`config.mk`:
```
export PLATFORM = sky130hd
export DESIGN_NAME = peer_address_table
export DESIGN_NICKNAME = d
export VERILOG_FILES = /design/src/hdl/pat_pkg.sv /design/src/hdl/pat_ram.sv /design/src/hdl/pat_ctrl.sv /design/src/hdl/peer_address_table.sv
export SDC_FILE = /design/constraint.sdc
export NUM_CORES = 1
export LEC_CHECK = 0
export ABC_CLOCK_PERIOD_IN_PS = 8600
export BUFFER_PORTS_ARGS = -buffer_cell sky130_fd_sc_hd__buf_2
export CAP_MARGIN = 20
export CORE_ASPECT_RATIO = 0.7
export CORE_MARGIN = 2
export CORE_UTILIZATION = 50
export CTS_BUF_LIST = sky130_fd_sc_hd__clkbuf_4
export DETAILED_ROUTE_END_ITERATION = 6
export PLACE_DENSITY = 0.78
export SETUP_SLACK_MARGIN = 0.2
export SYNTH_ARGS = -nofsm -noshare
export SYNTH_HDL_FRONTEND = slang
export SYNTH_SLANG_ARGS = --single-unit
export TNS_END_PERCENT = 50
```
`constraint.sdc`:
```
create_clock -name clk -period 8.6 [get_ports clk]
set_input_delay 1.29 -clock clk [delete_from_list [all_inputs] [get_ports clk]]
set_output_delay 1.29 -clock clk [all_outputs]
set_load 0.005 [all_outputs]
```
`src/hdl/pat_pkg.sv`:
```
// Package for the peer address table: widths, status codes and operation codes.
`timescale 1ns / 1ps

package pat_pkg;

  // Default table depth
  localparam int ENTRIES_DEF = 16;

  // Field widths
  localparam int IP_W     = 32;
  localparam int PORT_W   = 16;
  localparam int SLOT_W   = 4;
  localparam int STATUS_W = 3;

  // Operation codes carried on in_func
  localparam logic FN_FIND = 1'b0;
  localparam logic FN_FREE = 1'b1;

  // Result status codes
  typedef enum logic [STATUS_W-1:0] {
    ST_FOUND       = 3'd0,
    ST_INSERTED    = 3'd1,
    ST_FREED       = 3'd2,
    ST_FULL        = 3'd3,
    ST_FREE_UNUSED = 3'd4
  } status_t;

endpackage

```
`src/hdl/pat_ram.sv`:
```
// Generic simple dual-port RAM: one write port, one registered read port.
`timescale 1ns / 1ps

module pat_ram #(
  parameter int WIDTH = 8,
  parameter int DEPTH = 16,
  localparam int AW   = $clog2(DEPTH)
) (
  input  logic             clk,
  input  logic             wr_en,
  input  logic [AW-1:0]    wr_addr,
  input  logic [WIDTH-1:0] wr_data,
  input  logic             rd_en,
  input  logic [AW-1:0]    rd_addr,
  output logic [WIDTH-1:0] rd_data
);

  logic [WIDTH-1:0] mem_r [DEPTH];
  logic [WIDTH-1:0] rd_data_r;

  // Write port
  always_ff @(posedge clk) begin
    if (wr_en) begin
      mem_r[wr_addr] <= wr_data;
    end
  end

  // Registered read: the word is available in the cycle after rd_en
  always_ff @(posedge clk) begin
    if (rd_en) begin
      rd_data_r <= mem_r[rd_addr];
    end
  end

  assign rd_data = rd_data_r;

endmodule

```
`src/hdl/pat_ctrl.sv`:
```
// Lookup sequencer: valid flags, entry scan over the RAM, insert and free.
`timescale 1ns / 1ps

module pat_ctrl import pat_pkg::*; #(
  parameter int ENTRIES = ENTRIES_DEF,
  localparam int IDX_W  = $clog2(ENTRIES),
  localparam int CNT_W  = $clog2(ENTRIES + 1),
  localparam int FS_W   = (CNT_W > SLOT_W) ? CNT_W : SLOT_W,
  localparam int MEM_W  = IP_W + PORT_W
) (
  input  logic                clk,
  input  logic                rst_n,
  // command side
  input  logic                start,
  output logic                busy,
  input  logic                in_func,
  input  logic [IP_W-1:0]     in_peer_ip,
  input  logic [PORT_W-1:0]   in_peer_port,
  input  logic [SLOT_W-1:0]   in_free_slot,
  // result side
  output logic                out_strobe,
  output logic [SLOT_W-1:0]   out_slot,
  output logic [STATUS_W-1:0] out_status,
  // entry RAM
  output logic                ram_wr_en,
  output logic [IDX_W-1:0]    ram_wr_addr,
  output logic [MEM_W-1:0]    ram_wr_data,
  output logic                ram_rd_en,
  output logic [IDX_W-1:0]    ram_rd_addr,
  input  logic [MEM_W-1:0]    ram_rd_data
);

  typedef enum logic {
    S_IDLE,
    S_SCAN
  } state_t;

  state_t              state_r, state_nxt;
  logic [CNT_W-1:0]    rd_cnt_r, rd_cnt_nxt;
  logic                cmp_go_r, cmp_go_nxt;
  logic [IDX_W-1:0]    cmp_idx_r, cmp_idx_nxt;
  logic [IP_W-1:0]     key_ip_r, key_ip_nxt;
  logic [PORT_W-1:0]   key_port_r, key_port_nxt;
  logic                have_free_r, have_free_nxt;
  logic [IDX_W-1:0]    first_free_r, first_free_nxt;
  logic [ENTRIES-1:0]  valid_r, valid_nxt;
  logic                strobe_r, strobe_nxt;
  logic [SLOT_W-1:0]   slot_r, slot_nxt;
  status_t             status_r, status_nxt;

  logic [FS_W-1:0]     fs_w;
  logic                fs_ok;
  logic [IDX_W-1:0]    fs_idx;
  logic                ent_v;
  logic                ent_hit;
  logic                cmp_last;
  logic                free_any;
  logic [IDX_W-1:0]    free_idx;

  // Free request decode
  assign fs_w   = FS_W'(in_free_slot);
  assign fs_ok  = (fs_w < FS_W'(ENTRIES));
  assign fs_idx = fs_w[IDX_W-1:0];

  // Compare stage: entry read last cycle against the key
  assign ent_v    = valid_r[cmp_idx_r];
  assign ent_hit  = ent_v && (ram_rd_data == {key_ip_r, key_port_r});
  assign cmp_last = (cmp_idx_r == IDX_W'(ENTRIES - 1));
  assign free_any = have_free_r || !ent_v;
  assign free_idx = have_free_r ? first_free_r : cmp_idx_r;

  // RAM hookup
  assign ram_rd_addr = rd_cnt_r[IDX_W-1:0];
  assign ram_wr_addr = free_idx;
  assign ram_wr_data = {key_ip_r, key_port_r};

  // Next-state logic
  always_comb begin
    state_nxt      = state_r;
    rd_cnt_nxt     = rd_cnt_r;
    cmp_go_nxt     = cmp_go_r;
    cmp_idx_nxt    = cmp_idx_r;
    key_ip_nxt     = key_ip_r;
    key_port_nxt   = key_port_r;
    have_free_nxt  = have_free_r;
    first_free_nxt = first_free_r;
    valid_nxt      = valid_r;
    strobe_nxt     = 1'b0;
    slot_nxt       = slot_r;
    status_nxt     = status_r;
    ram_rd_en      = 1'b0;
    ram_wr_en      = 1'b0;

    case (state_r)
      S_IDLE: begin
        if (start) begin
          if (in_func == FN_FREE) begin
            // free completes at once from the valid flags
            strobe_nxt = 1'b1;
            slot_nxt   = in_free_slot;
            if (fs_ok && valid_r[fs_idx]) begin
              valid_nxt[fs_idx] = 1'b0;
              status_nxt        = ST_FREED;
            end else begin
              status_nxt = ST_FREE_UNUSED;
            end
          end else begin
            state_nxt      = S_SCAN;
            key_ip_nxt     = in_peer_ip;
            key_port_nxt   = in_peer_port;
            rd_cnt_nxt     = '0;
            have_free_nxt  = 1'b0;
            first_free_nxt = '0;
          end
        end
      end

      S_SCAN: begin
        // read stage: one entry per cycle
        if (rd_cnt_r != CNT_W'(ENTRIES)) begin
          ram_rd_en   = 1'b1;
          cmp_go_nxt  = 1'b1;
          cmp_idx_nxt = rd_cnt_r[IDX_W-1:0];
          rd_cnt_nxt  = CNT_W'(rd_cnt_r + 1'b1);
        end else begin
          cmp_go_nxt = 1'b0;
        end

        // compare stage
        if (cmp_go_r) begin
          if (ent_hit) begin
            state_nxt  = S_IDLE;
            cmp_go_nxt = 1'b0;
            strobe_nxt = 1'b1;
            slot_nxt   = SLOT_W'(cmp_idx_r);
            status_nxt = ST_FOUND;
          end else begin
            // remember the lowest free slot seen so far
            if (!have_free_r && !ent_v) begin
              have_free_nxt  = 1'b1;
              first_free_nxt = cmp_idx_r;
            end
            if (cmp_last) begin
              state_nxt  = S_IDLE;
              cmp_go_nxt = 1'b0;
              strobe_nxt = 1'b1;
              if (free_any) begin
                ram_wr_en           = 1'b1;
                valid_nxt[free_idx] = 1'b1;
                slot_nxt            = SLOT_W'(free_idx);
                status_nxt          = ST_INSERTED;
              end else begin
                slot_nxt   = '0;
                status_nxt = ST_FULL;
              end
            end
          end
        end
      end

      default: begin
        state_nxt  = S_IDLE;
        cmp_go_nxt = 1'b0;
      end
    endcase
  end

  // State and registered outputs
  always_ff @(posedge clk) begin
    if (!rst_n) begin
      state_r  <= S_IDLE;
      cmp_go_r <= 1'b0;
      valid_r  <= '0;
      strobe_r <= 1'b0;
    end else begin
      state_r  <= state_nxt;
      cmp_go_r <= cmp_go_nxt;
      valid_r  <= valid_nxt;
      strobe_r <= strobe_nxt;
    end
    rd_cnt_r     <= rd_cnt_nxt;
    cmp_idx_r    <= cmp_idx_nxt;
    key_ip_r     <= key_ip_nxt;
    key_port_r   <= key_port_nxt;
    have_free_r  <= have_free_nxt;
    first_free_r <= first_free_nxt;
    slot_r       <= slot_nxt;
    status_r     <= status_nxt;
  end

  assign busy       = (state_r != S_IDLE);
  assign out_strobe = strobe_r;
  assign out_slot   = slot_r;
  assign out_status = status_r;

  // A find transfer always enters the scan
  a_find_scans: assert property (@(posedge clk) disable iff (!rst_n)
    start && !busy && (in_func == FN_FIND) |=> busy)
    else $error("find transfer did not start a scan");

  // A free transfer answers in the next cycle
  a_free_answers: assert property (@(posedge clk) disable iff (!rst_n)
    start && !busy && (in_func == FN_FREE) |=> out_strobe)
    else $error("free transfer gave no result");

  // No result is shown while a scan is still running
  a_no_strobe_in_scan: assert property (@(posedge clk) disable iff (!rst_n)
    busy |-> !out_strobe)
    else $error("result strobe during scan");

  // Table full only when every slot is taken
  a_full_means_full: assert property (@(posedge clk) disable iff (!rst_n)
    out_strobe && (out_status == ST_FULL) |-> (&valid_r))
    else $error("table full reported with a free slot");

  // An insert claims exactly one slot
  a_insert_claims_one: assert property (@(posedge clk) disable iff (!rst_n)
    out_strobe && (out_status == ST_INSERTED) |->
      ($countones(valid_r) == $countones($past(valid_r)) + 1))
    else $error("insert did not claim exactly one slot");

endmodule

```
`src/hdl/peer_address_table.sv`:
```
// Top level of the peer address table: lookup sequencer plus entry RAM.
//
//   channel   ports                                          handshake
//   -------   --------------------------------------------   -----------------------
//   command   in_func, in_peer_ip, in_peer_port, in_free_slot  start high, busy low
//   result    out_slot, out_status                           out_strobe, one cycle
//
// A free's result strobes in the cycle after the transfer.
// A find scans the entry RAM one entry per cycle through its single read port and
// finishes on the first match or, with no match, after the last entry.
// busy is high while a scan runs; a new command is taken the cycle busy drops,
// while the previous result is still on the result ports.
// Synchronous active-low reset clears the valid flags; no clearing pass is needed.
// The receiver cannot stall: each result is taken in the one cycle it is shown.
`timescale 1ns / 1ps

module peer_address_table import pat_pkg::*; #(
  parameter int ENTRIES = ENTRIES_DEF
) (
  input  logic                clk,
  input  logic                rst_n,
  input  logic                start,
  output logic                busy,
  input  logic                in_func,
  input  logic [IP_W-1:0]     in_peer_ip,
  input  logic [PORT_W-1:0]   in_peer_port,
  input  logic [SLOT_W-1:0]   in_free_slot,
  output logic                out_strobe,
  output logic [SLOT_W-1:0]   out_slot,
  output logic [STATUS_W-1:0] out_status
);

  localparam int IDX_W = $clog2(ENTRIES);
  localparam int MEM_W = IP_W + PORT_W;

  logic             ram_wr_en;
  logic [IDX_W-1:0] ram_wr_addr;
  logic [MEM_W-1:0] ram_wr_data;
  logic             ram_rd_en;
  logic [IDX_W-1:0] ram_rd_addr;
  logic [MEM_W-1:0] ram_rd_data;

  // Sequencer
  pat_ctrl #(
    .ENTRIES (ENTRIES)
  ) u_ctrl (
    .clk          (clk),
    .rst_n        (rst_n),
    .start        (start),
    .busy         (busy),
    .in_func      (in_func),
    .in_peer_ip   (in_peer_ip),
    .in_peer_port (in_peer_port),
    .in_free_slot (in_free_slot),
    .out_strobe   (out_strobe),
    .out_slot     (out_slot),
    .out_status   (out_status),
    .ram_wr_en    (ram_wr_en),
    .ram_wr_addr  (ram_wr_addr),
    .ram_wr_data  (ram_wr_data),
    .ram_rd_en    (ram_rd_en),
    .ram_rd_addr  (ram_rd_addr),
    .ram_rd_data  (ram_rd_data)
  );

  // Entry store: ip and port per slot
  pat_ram #(
    .WIDTH (MEM_W),
    .DEPTH (ENTRIES)
  ) u_entry_ram (
    .clk     (clk),
    .wr_en   (ram_wr_en),
    .wr_addr (ram_wr_addr),
    .wr_data (ram_wr_data),
    .rd_en   (ram_rd_en),
    .rd_addr (ram_rd_addr),
    .rd_data (ram_rd_data)
  );

endmodule

```
Word level (Yosys, flattened, before mapping):

Memories as Yosys holds them, arrays and structs flattened. A register that Yosys moved wholly into a read port is not among the register bits.
Cells that the tools add are included.
Widths: inputs -> output; s select.

* RAM bits: 768
* memories: 1
* output and inout port bits: 9
* bits of input ports: 56
* flip-flop bits (word level): 88
* logic and storage cells: 125

Memories
* u_entry_ram.mem_r: words 16, bits a word 48, read ports 1, clocked after memory_dff 1, wr ports 1, line pat_ram.sv:18 `logic [WIDTH-1:0] mem_r [DEPTH];`

* muxes and demuxes: 72
* add/sub/neg operators: 1
* bitwise logic cells: 5
* $lt $le $gt $ge: 6
* reduce and logical (&&, ||, !) cells: 14
* eq/ne operators: 14

Operator list (number)
* $mux 16: 7
* $eq 48x48->1: 1
* $mux 4: 12
* $pmux 16 s2: 1
* $mux 1: 31
* $lt 4x5->1 const B: 4
* $mux 3: 6
* $ne 2x2->1 const B: 9
* $and 16x16->16: 1
* $not 16->16: 1
* $or 16x16->16: 1
* $pmux 4 s2: 2
* $mux 5: 3
* $pmux 5 s2: 1
* $bmux 1 s4: 2
* $demux 1 s4: 2
* $ge 4x1->1 const B: 2
* $reduce_and 7->1: 1
* $pmux 1 s2: 3
* $pmux 3 s2: 1
* $reduce_and 3->1: 2
* $add 5x1->5 const B: 1
* $logic_and 1x1->1: 5
* $ne 5x5->1 const B: 1
* other kinds (10): 12

Longest topological paths before layout:

Gate-level depths: netlist (run 1).

* depth after elaboration: 11
* gate-level depth with buffers: 8
* depth with buffers taken out: 6

Modules after synthesis:

A second synthesis (run 1) with hierarchy kept.

* cells, all modules: 1576
* area, all modules: 34342.9 um^2

By module, submodules not included
* pat_ram: area an instance 30171.4 um^2, cells an instance 1242, seq. area each 24503.5 um^2, times used 1
* pat_ctrl: area an instance 4171.5 um^2, cells an instance 334, seq. area each 2452.4 um^2, times used 1

Least setup slack after synthesis (run 1):

No wires, ideal clock.

* kind: input -> register
* start point: input port in_func
* end point: register u_ctrl.first_free_r[0] (enable)
* path slack: 2790 ps
* stages on the path: 2
* arrival: 5461 ps
* library setup time: 349 ps
* data required time: 8251 ps
* cell sequence: nor3b_1 > o21bai_1

* cells in the longest elaborated chain, start to end: 2

Ends and longest elaborated chain
* from (decl): line peer_address_table.sv:24 `input logic in_func,`
* $ne 2x2->1 (no line)
* $reduce_and 5->1 (no line)
* to (signal assigned): line pat_ctrl.sv:186 `first_free_r <= first_free_nxt;`
* to (decl): line pat_ctrl.sv:45 `logic [IDX_W-1:0] first_free_r, first_free_nxt;`

Every way passes these cells.
A chain may end at the register's enable or synchronous reset.

Worst setup path in the final report (run 1):

* start point: register u_ctrl.key_port_r[9]
* end point: memory u_entry_ram.mem_r[2][25] (netlist bit) (enable)

* cells in the longest elaborated chain, start to end: 7

Ends and longest elaborated chain
* from (decl): line pat_ctrl.sv:43 `logic [PORT_W-1:0] key_port_r, key_port_nxt;`
* from (signal assigned): line pat_ctrl.sv:184 `key_port_r <= key_port_nxt;`
* $eq 48x48->1: line pat_ctrl.sv:67 `assign ent_hit = ent_v && (ram_rd_data == {key_ip_r, key_port_r});`
* $logic_and 1x1->1: line pat_ctrl.sv:67
* $mux 1: line pat_ctrl.sv:131 `if (ent_hit) begin`
* $mux 1: line pat_ctrl.sv:130 `if (cmp_go_r) begin`
* $mux 1: line pat_ctrl.sv:94 `case (state_r)`
* $mux 1: line pat_ram.sv:23 `if (wr_en) begin`
* $mux 1 (not written as such): line pat_ram.sv:24 `mem_r[wr_addr] <= wr_data;`
* to (decl): line pat_ram.sv:18

Every way passes these cells.

==> run_results.csv, run 1 <==
group,metric,value,unit
outcome,status,"finished clean",
setup_path,arrival,4810,ps
logic_synthesis,synth_compound_area_frac,0.0141,
detailed_routing,drtAntennaViolNets,0,
logic_synthesis,synth_edf_count,885,
sta,relSlewSlack,0.248,
logic_synthesis,syn_nets,1513,
global_route,antenna_found_initial,1,
sta,setup_viol,0,
power_and_ir_drop,leakage,0.0120,uW
cts,cts_resized,0,
placement,place_ws,4210,ps
logic_synthesis,yosysSeqAreaShare,0.782,
cts,clockRootBuffer,"clkbuf_4",
global_route,grt_pass1_vias,16700,
cells_and_area,final_core_util,0.563,
sta,fin_ws,4330,ps
logic_synthesis,synth_largest_area_cell,"edfxtp_1",
detailed_routing,dr.pass1.iters,6,
min_path,hold_start,"u_ctrl.cmp_go_r$_SDFFE_PN0P_",
detailed_routing,wl,71000,um
sta,setup_tns,0,ps
power_and_ir_drop,peakVddDrop,0.000158,V
detailed_routing,vias,16300,
logic_synthesis,synth_warnings,0,
sta,drv_slew,0,
setup_path,startpoint_type,"flip-flop",
sta,min_period,4270,ps
cts,clk-insertion-delay-late,970,ps
cells_and_area,drive_gt1_frac,0.373,
logic_synthesis,synth_ff_type,"edfxtp_1",
cts,cts_buffers,194,
logic_synthesis,synthXorXnorAreaFrac,0.0130,
sta,worstMarginPinSlew,1130,ps
cts,cts_sinks,904,
setup_path,setup.worst_path.start,"u_ctrl.key_port_r[9]$_DFFE_PP_",
setup_path,crit_required,9140,ps
placement,dp.final_hpwl,36500,um
min_path,hold_class,"flip-flop to flip-flop",
global_route,grt_start_max_net_pins,154,
logic_synthesis,synth-seq-cells,904,
detailed_routing,wl_per_cell,26.2,um
cts,clockBufferDepth,3,
logic_synthesis,synth_top_family_by_area,"multiplexers",
global_route,grtUsageTotal,0.204,
logic_synthesis,synth.mux.area_fraction,0.163,
die,fp.coreArea,68200,um^2
global_route,gr-total-overflow,0,
logic_synthesis,postSynth.asyncResetShare,0,
placement,gp_congestion,0.867,
placement,port_buffers,64,
setup_path,path_class,"flip-flop to flip-flop",
cts,cts_tree,"yes",
logic_synthesis,synth.distinct_cells,53,
sta,finalCritPeriodShare,0.497,
logic_synthesis,synthCells,1455,
cells_and_area,fin_nets,1738,
logic_synthesis,syn_area_per_cell,23.7,um^2
sta,rsz0062_at_grt,"false",
die,start_util,0.505,
sta,max_freq,234,MHz
cts,cts_htree_levels,4,
die,rows,80,
cells_and_area,syn_to_final_growth,11.4,%
sta,skew,84.3,ps
setup_path,reg2reg_depth,7,
global_route,grt_pass1_wl,106000,um
cts,post_cts_buffers,0,
setup_path,critPathMaxFanout,39,
logic_synthesis,synth_top_area_frac,0.771,
die,fp.dieW,318,um
cts,clkTransAtPathRegs,70,ps
logic_synthesis,synthSimpleGateAreaFrac,0.0166,
die,dieArea,71000,um^2
power_and_ir_drop,p_per_area,224,nW/um^2
setup_path,endpoint_kind,"flip-flop",
die,ios,65,
sta,finalHoldViolations,0,
detailed_routing,drc,0,
detailed_routing,viasPerCell,6.01,
sta,whs,507,ps
cts,cts_hold_buf,0,
flow_run,drv_cap,0,
logic_synthesis,synth_adder_area_share,0.000726,
logic_synthesis,yosys-top-cells-count,"885 x edfxtp_1, 247 x mux4_2, 49 x xnor2_1, 45 x clkbuf_1",
min_path,holdPathStages,2,
detailed_routing,drt_iter0_markers,1988,
logic_synthesis,yosys-top-cells-area,"edfxtp_1 77%, mux4_2 16%, xnor2_1 1.2%",
logic_synthesis,synth_most_common_cell,"edfxtp_1",
logic_synthesis,syn_area,34400,um^2
die,fp.dieH,224,um
setup_path,worstReg2RegStart,"u_ctrl.key_port_r[9]$_DFFE_PP_",
-- stage by stage --
step                      area (um^2)  total power, uW  std cells
final                           38400             8590       2715
after global routing            38400             8920       2715
after CTS                       38400             8670       2713
after detailed placement        36000             5560       2385
after global placement          36000             5540       2385
after floorplan                 34400             5400       1455
-- state kept, by name (all words and copies together), names as in the netlist --
register	flops
u_ctrl.key_ip_r	32
u_ctrl.busy	1
u_ctrl.valid_r	16
u_ctrl.cmp_idx_r	4
u_entry_ram.rd_data	48
u_ctrl.out_strobe	1
u_ctrl.have_free_r	1
u_entry_ram.mem_r	768
u_ctrl.out_status	3
u_ctrl.out_slot	4
u_ctrl.rd_cnt_r	5
u_ctrl.key_port_r	16
u_ctrl.first_free_r	4
u_ctrl.cmp_go_r	1
-- critical path, cell delays in order (launching register included) --
cell,delay (ps)
edfxtp_1,600
xnor2_1,330
nand4_1,440
nor4_1,630
a31oi_1,180
o21bai_2,770
nor3_2,370
buf_4,510
-- per-layer routing --
layer	part of all wire	routed length, um	up-vias	track usage
met2	0.46	32700	948	0.299
met1	0.42	29600	8483	0.301
li1	-	-	6795	-
met5	0	0	-	0
met3	0.11	7910	87	0.0634
met4	0.013	892	0	0.0501
-- cell type report --
| class | count | area, um^2 |
|---|---|---|
| Inverter | 7 | 26.3 |
| Clock inverter | 46 | 263 |
| Timing Repair Buffer | 100 | 626 |
| Multi-Input combinational cell | 473 | 7270 |
| Tap cell | 902 | 1130 |
| Sequential cell | 904 | 27000 |
| Fill cell | 4876 | 29800 |
| Antenna cell | 1 | 2.50 |
| Clock buffer | 282 | 2120 |
-- path summary, 6_finish.rpt --
check                                            end  slack (ps)
setup / recovery  u_entry_ram.mem_r[2][25]$_DFFE_PP_        4330
hold / removal          u_ctrl.cmp_go_r$_SDFFE_PN0P_         510
setup reg to reg  u_entry_ram.mem_r[2][25]$_DFFE_PP_        4330
hold reg to reg         u_ctrl.cmp_go_r$_SDFFE_PN0P_         510
-- logic make-up (layout without fill, tap and decap cells) --
| family | Yosys count | after routing |
|---|---|---|
| buffers and inverters | 78 | 435 |
| adders and majority gates | 2 | 2 |
| AOI/OAI and AO/OA | 64 | 64 |
| DFF | 904 | 904 |
| muxes | 250 | 250 |
| other | 0 | 1 |
| xor gates and xnor gates | 51 | 51 |
| and+or+nand+nor | 106 | 106 |
-- power by group --
group          switching [uW]  internal, uW  total (uW)
clock                    1580          1560        3130
sequential               60.6          4880        4940
combinational             255           262         517
total                    1890          6700        8590
-- placed cells by master, fill, tap and decap left out, types with 8 or more instances in the layout --
cell type	count
a21oi_1	9
clkbuf_4	282
buf_4	32
nand3_1	8
nand4_1	15
mux4_2	247
nor2_1	17
xnor2_1	49
dfxtp_1	19
buf_2	65
nand2_1	14
clkinv_1	31
edfxtp_1	885
nor3_2	12
o31ai_1	8
(Power assumes the default switching activity.)
==> run 2: changes to the inputs <==
--- a/config.mk
+++ b/config.mk
@@ -5,7 +5,7 @@
 export SDC_FILE = /design/constraint.sdc
 export NUM_CORES = 1
 export LEC_CHECK = 0
-export ABC_CLOCK_PERIOD_IN_PS = 8600
+export ABC_CLOCK_PERIOD_IN_PS = 4000
 export BUFFER_PORTS_ARGS = -buffer_cell sky130_fd_sc_hd__buf_2
 export CAP_MARGIN = 20
 export CORE_ASPECT_RATIO = 0.7
==> constraint.sdc (replaced) <==
create_clock -name clk -period 4 [get_ports clk]
set_input_delay 0.6 -clock clk [delete_from_list [all_inputs] [get_ports clk]]
set_output_delay 0.6 -clock clk [all_outputs]
set_load 0.005 [all_outputs]
==> run 2 against run 1 <==
Compared with the run above:
- via count grew 4.2%
- clock skew shrank 18 ps
- non-clock buffer count rose by 100
- sequential power grew 110%
- global-route usage up 1.5 points
- wire length increased by 6.9%
- clock power increased by 120%
- worst setup slack got worse by 3900 ps
- critical path type unchanged
- largest cell class unchanged
==> run_results.csv, run 2 (synthesis gave the netlist of run 1 again) <==
group,metric,value,unit
outcome,status,"finished clean",
cts,cts_resized,0,
min_path,hold_start,"start",
power_and_ir_drop,p_int,14500,uW
power_and_ir_drop,peakVddDrop,0.000356,V
cts,clkTransAtPathRegs,70,ps
cells_and_area,mostFrequentLayoutCell,"edfxtp_1",
min_path,holdPathStages,3,
detailed_routing,viasPerCell,5.98,
cts,cts_sinks,904,
cells_and_area,final_cell_mix,"885 x edfxtp_1, 287 x clkbuf_4, 247 x mux4_2",
setup_path,endpoint_kind,"flip-flop",
setup_path,arrival,4280,ps
global_route,antenna_found_initial,4,
sta,min_period,3600,ps
global_route,gr-total-overflow,0,
die,fp.dieH,224,um
setup_path,startpoint_type,"flip-flop",
cts,cts_tree,"yes",
power_and_ir_drop,power_frac_clock,0.369,
sta,finalCritPeriodShare,0.899,
cells_and_area,largest_reg_flops,768,
setup_path,crit_chain,"xnor2_1 > nand4_1 > nor4_1 > buf_4 > a31oi_1 > o21bai_2 > buf_12 > nor3_4 > buf_12",
power_and_ir_drop,power,18800,uW
cts,clockRootBuffer,"clkbuf_4",
cts,clk-insertion-delay-late,1040,ps
global_route,grt_start_max_net_pins,114,
power_and_ir_drop,p_comb_frac,0.067,
detailed_routing,dr.max_layer_used,"met4",
setup_path,worstReg2RegStart,"u_ctrl.key_ip_r[0]$_DFFE_PP_",
cells_and_area,drive_gt1_frac,0.378,
sta,drv_slew,0,
detailed_routing,met1_length,31000,um
cells_and_area,fill_cells,4713,
setup_path,path_class,"flip-flop to flip-flop",
min_path,hold_class,"input pin to flip-flop",
setup_path,critPathMaxFanout,20,
sta,finalHoldViolations,0,
detailed_routing,vias,17000,
placement,place_ws,505,ps
cts,clockBufferDepth,3,
die,fp.coreArea,68200,um^2
global_route,grt_pass1_wl,112000,um
placement,gp_congestion,0.804,
die,fp.dieW,318,um
power_and_ir_drop,p_per_area,472,nW/um^2
cts,cts_buffers,197,
placement,dp.final_hpwl,42800,um
sta,relSlewSlack,0.275,
die,ios,65,
power_and_ir_drop,leakage,0.0127,uW
die,start_util,0.505,
sta,fin_ws,404,ps
power_and_ir_drop,seqPwrFrac,0.564,
detailed_routing,wl,75900,um
detailed_routing,wl_per_cell,26.7,um
setup_path,slowest_stage,"nor3_4",
cts,cts_htree_levels,4,
cells_and_area,fin_nets,1841,
detailed_routing,drt_iter0_markers,2255,
sta,worstMarginPinSlew,1080,ps
placement,dp_cells,2431,
flow_run,drv_cap,0,
detailed_routing,drtAntennaViolNets,0,
detailed_routing,dr.pass1.iters,7,
sta,max_freq,278,MHz
power_and_ir_drop,swShare,0.226,
detailed_routing,routed-wl-met3,8330,um
sta,setup_tns,0,ps
die,rows,80,
global_route,grt_pass1_vias,17500,
die,dieArea,71000,um^2
setup_path,cpMostUsedCell,"buf_12",
power_and_ir_drop,p_switching,4240,uW
detailed_routing,dr_wl_met2,35500,um
cells_and_area,max_flop_register,"u_entry_ram.mem_r",
placement,port_buffers,64,
cells_and_area,syn_to_final_growth,15.5,%
global_route,grtUsageTotal,0.218,
setup_path,r2r-end,"u_entry_ram.mem_r[0][16]$_DFFE_PP_",
sta,skew,66.5,ps
cts,post_cts_buffers,0,
setup_path,slowest_delay,900,ps
detailed_routing,drc,0,
sta,rsz0062_at_grt,"false",
setup_path,reg2reg_depth,9,
cells_and_area,stdcell_count,2839,
sta,setup_viol,0,
min_path,hold_end,"u_ctrl.out_strobe$_SDFF_PN0_",
setup_path,r2r_slack,400,ps
setup_path,crit_required,4690,ps
## run 2: power groups by stage
stage	logic (uW)	registers (uW)	clock network, uW
after floorplan	841	10800	0
after global placement	1200	10800	0
after detailed placement	1220	10800	0
after CTS	1270	10600	7080
after global routing	1340	10600	7550
final	1260	10600	6940
## run 2: worst max-delay path, delay by kind of cell (launching register included)
family | cells | cell delay, ps
buf+inv | 3 | 640
compound gates | 2 | 310
flops | 1 | 750
xor+xnor | 1 | 190
simple gates | 3 | 1340
## run 2: how the worst max path moves through the flow
stage                                          start                                  end  slack, ps  depth (start not counted)
finish                  u_ctrl.key_ip_r[0]$_DFFE_PP_   u_entry_ram.mem_r[0][16]$_DFFE_PP_        400                          9
global route            u_ctrl.key_ip_r[0]$_DFFE_PP_   u_entry_ram.mem_r[1][16]$_DFFE_PP_        230                          9
CTS                     u_ctrl.key_ip_r[0]$_DFFE_PP_   u_entry_ram.mem_r[0][40]$_DFFE_PP_        470                          9
detailed placement      u_ctrl.key_ip_r[0]$_DFFE_PP_   u_entry_ram.mem_r[1][28]$_DFFE_PP_        500                          9
global placement       u_ctrl.cmp_idx_r[0]$_DFFE_PP_  u_entry_ram.mem_r[11][16]$_DFFE_PP_        530                          7
floorplan           u_ctrl.rd_cnt_r[1]$_SDFFCE_PN0P_     u_ctrl.rd_cnt_r[0]$_SDFFCE_PN0P_       -850                          7
## run 2: what timing repair did
| item | in CTS | in global routing |
|---|---|---|
| hold buffers | 54 | 0 |
| endpoints found under the hold margin | 59 | 0 |
| endpoints found under the setup margin | 0 | 0 |
## run 2: final cells by class
cell class                 instances  area, um^2  share of cell area
clock buffer                     287        2150              0.0542
multi-input combinational        473        7350               0.185
sequential                       904       27000               0.677
antenna                            2        5.00            0.000126
clock inverter                    64         332             0.00833
inverter                           7        26.3            0.000660
tap                              902        1130              0.0284
timing repair buffer             200        1840              0.0462
## run 2: metrics by stage
step / hold WS [ps] / utilization / cell area (um^2)
after floorplan: 424 / - / 34600
after global placement: 473 / 0.539 / 36700
after detailed placement: 490 / 0.539 / 36700
after CTS: 9.83 / 0.584 / 39800
after global routing: 99.1 / 0.584 / 39800
final: 139 / 0.584 / 39800
## run 2: layer usage
layer	up-vias	global-route usage
met5	-	0
met4	0	0.0696
met3	96	0.0546
met2	1053	0.327
met1	8815	0.321
li1	7026	-
==> run 3: changes to the inputs <==
--- a/config.mk
+++ b/config.mk
@@ -8,12 +8,14 @@
 export ABC_CLOCK_PERIOD_IN_PS = 4000
 export BUFFER_PORTS_ARGS = -buffer_cell sky130_fd_sc_hd__buf_2
 export CAP_MARGIN = 20
+export CELL_PAD_IN_SITES_DETAIL_PLACEMENT = 0
+export CELL_PAD_IN_SITES_GLOBAL_PLACEMENT = 1
 export CORE_ASPECT_RATIO = 0.7
-export CORE_MARGIN = 2
+export CORE_MARGIN = 4
 export CORE_UTILIZATION = 50
 export CTS_BUF_LIST = sky130_fd_sc_hd__clkbuf_4
 export DETAILED_ROUTE_END_ITERATION = 6
-export PLACE_DENSITY = 0.78
+export PLACE_DENSITY = 0.84
 export SETUP_SLACK_MARGIN = 0.2
 export SYNTH_ARGS = -nofsm -noshare
 export SYNTH_HDL_FRONTEND = slang
==> run 3 against run 2 <==
Compared with the run above:
- via count is 0.61% lower
- critical path depth did not move
- utilization rose by 0.066 points
- wire length shrank 0.34%
- worst setup slack improved by 87 ps
- combinational power about the same
- design area is 0.11% higher
- power grew 0.61%
- critical endpoint is now u_entry_ram.mem_r[3][30]$_DFFE_PP_
- largest power group unchanged
- highest routed layer unchanged
==> run_results.csv, run 3 (synthesis gave the netlist of run 1 again) <==
group,metric,value,unit
die,dieArea,73200,um^2
min_path,hold_class,"input pin to flip-flop",
detailed_routing,drtAntennaViolNets,0,
placement,gp_congestion,0.805,
sta,finalHoldViolations,0,
placement,place_ws,553,ps
sta,worstMarginPinSlew,1140,ps
detailed_routing,drt_iter0_markers,1972,
cts,clkTransAtPathRegs,70,ps
setup_path,r2r_slack,490,ps
sta,drv_slew,0,
cells_and_area,fin_nets,1832,
detailed_routing,wl,75700,um
sta,max_freq,285,MHz
cells_and_area,drive_gt1_frac,0.385,
global_route,gr-total-overflow,0,
detailed_routing,viasPerCell,5.96,
die,ios,65,
setup_path,startpoint_type,"flip-flop",
setup_path,crit_chain,"xnor2_1 > nand4_1 > nor4_1 > buf_4 > a31oi_1 > o21bai_2 > buf_12 > nor3_4 > buf_12",
global_route,grt_start_max_net_pins,57,
cells_and_area,max_flop_register,"u_entry_ram.mem_r",
detailed_routing,dr.pass1.iters,5,
die,rows,80,
placement,dp.final_hpwl,40500,um
global_route,grt_pass1_vias,17400,
global_route,antenna_found_initial,3,
setup_path,worst_path_dominant_cell_family,"simple AND/OR/NAND/NOR gates",
die,start_util,0.505,
detailed_routing,wl_per_cell,26.7,um
sta,rsz0062_at_grt,"false",
cells_and_area,largest_reg_flops,768,
placement,port_buffers,64,
cts,clockRootBuffer,"clkbuf_4",
cells_and_area,syn_to_final_growth,15.6,%
sta,fin_ws,491,ps
outcome,status,"finished clean",
setup_path,critPathMaxFanout,20,
cells_and_area,final_cell_mix,"885 x edfxtp_1, 312 x clkbuf_4, 247 x mux4_2",
power_and_ir_drop,peakVddDrop,0.000378,V
sta,min_period,3510,ps
cts,clk-insertion-delay-late,1010,ps
cts,clockBufferDepth,3,
sta,skew,68.2,ps
sta,setup_tns,0,ps
sta,relSlewSlack,0.237,
setup_path,endpoint_kind,"flip-flop",
power_and_ir_drop,leakage,0.0127,uW
setup_path,slowest_stage,"nor3_4",
setup_path,slowest_delay,930,ps
setup_path,crit_buf_inv,3,
die,fp.dieW,322,um
cts,cts_resized,0,
cts,cts_sinks,904,
flow_run,drv_cap,0,
sta,whs,145,ps
detailed_routing,vias,16900,
power_and_ir_drop,p_per_area,474,nW/um^2
cells_and_area,final_core_util,0.584,
power_and_ir_drop,power,18900,uW
cts,cts_buffers,198,
cts,cts_htree_levels,4,
sta,finalCritPeriodShare,0.877,
global_route,grt_pass1_wl,112000,um
setup_path,arrival,4160,ps
cts,cts_tree,"yes",
setup_path,path_class,"flip-flop to flip-flop",
detailed_routing,drc,0,
die,fp.coreArea,68200,um^2
sta,setup_viol,0,
global_route,grtUsageTotal,0.212,
setup_path,cpMostUsedCell,"buf_12",
cells_and_area,mostFrequentLayoutCell,"edfxtp_1",
setup_path,crit_required,4650,ps
die,fp.dieH,228,um
[run 3: changes by cell type in the layout (fill, tap and decap cells not counted), sizes merged]
| cell | delta |
|---|---|
| bufinv | -1 |
| diode | +3 |
| inv | +1 |
| buf | -9 |
| clkinvlp | +1 |
| clkinv | -26 |
| dlygate4sd3 | -1 |
| clkbuf | +25 |
[run 3: repair_timing]
action,CTS,global route
hold buffers,53,0
buffers inserted,0,0
hold endpoints to repair,63,0
[run 3: final cells by class]
class / instances / area (um^2)
Antenna cell: 5 / 12.5
Clock buffer: 312 / 2340
Clock inverter: 39 / 201
Fill cell: 4771 / 28300
Inverter: 7 / 26.3
Multi-Input combinational cell: 473 / 7350
Sequential cell: 904 / 27000
Tap cell: 902 / 1130
Timing Repair Buffer: 190 / 1820
[run 3: where the power goes]
part           switching, uW  internal [uW]  total, uW
clock network           3460           3590       7050
logic                    607            630       1240
registers                115          10500      10600
total                   4180          14700      18900
[run 3: path summary, 6_finish.rpt]
check,cells after the start,from,endpoint
setup / recovery,9,u_ctrl.key_ip_r[13]$_DFFE_PP_,u_entry_ram.mem_r[3][30]$_DFFE_PP_
hold / removal,2,start,u_ctrl.key_ip_r[25]$_DFFE_PP_
setup reg to reg,9,u_ctrl.key_ip_r[13]$_DFFE_PP_,u_entry_ram.mem_r[3][30]$_DFFE_PP_
hold reg to reg,2,u_ctrl.valid_r[11]$_SDFFE_PN0P_,u_ctrl.valid_r[11]$_SDFFE_PN0P_
[run 3: per-stage QoR]
| step | cells | cell area [um^2] |
|---|---|---|
| 2_1_floorplan | 1455 | 34600 |
| 3_3_place_gp | 2421 | 36700 |
| 3_5_place_dp | 2422 | 36700 |
| 4_1_cts | 2826 | 39800 |
| 5_1_grt | 2831 | 39800 |
| 6_report | 2832 | 39800 |
[run 3: metal layers]
metal  track usage  vias up  wire length (um)
met5             0        -                 0
met4        0.0716        0              1600
met3        0.0570      118              7200
met2         0.320      924             35600
met1         0.306     8832             31300
li1              -     7012                 -
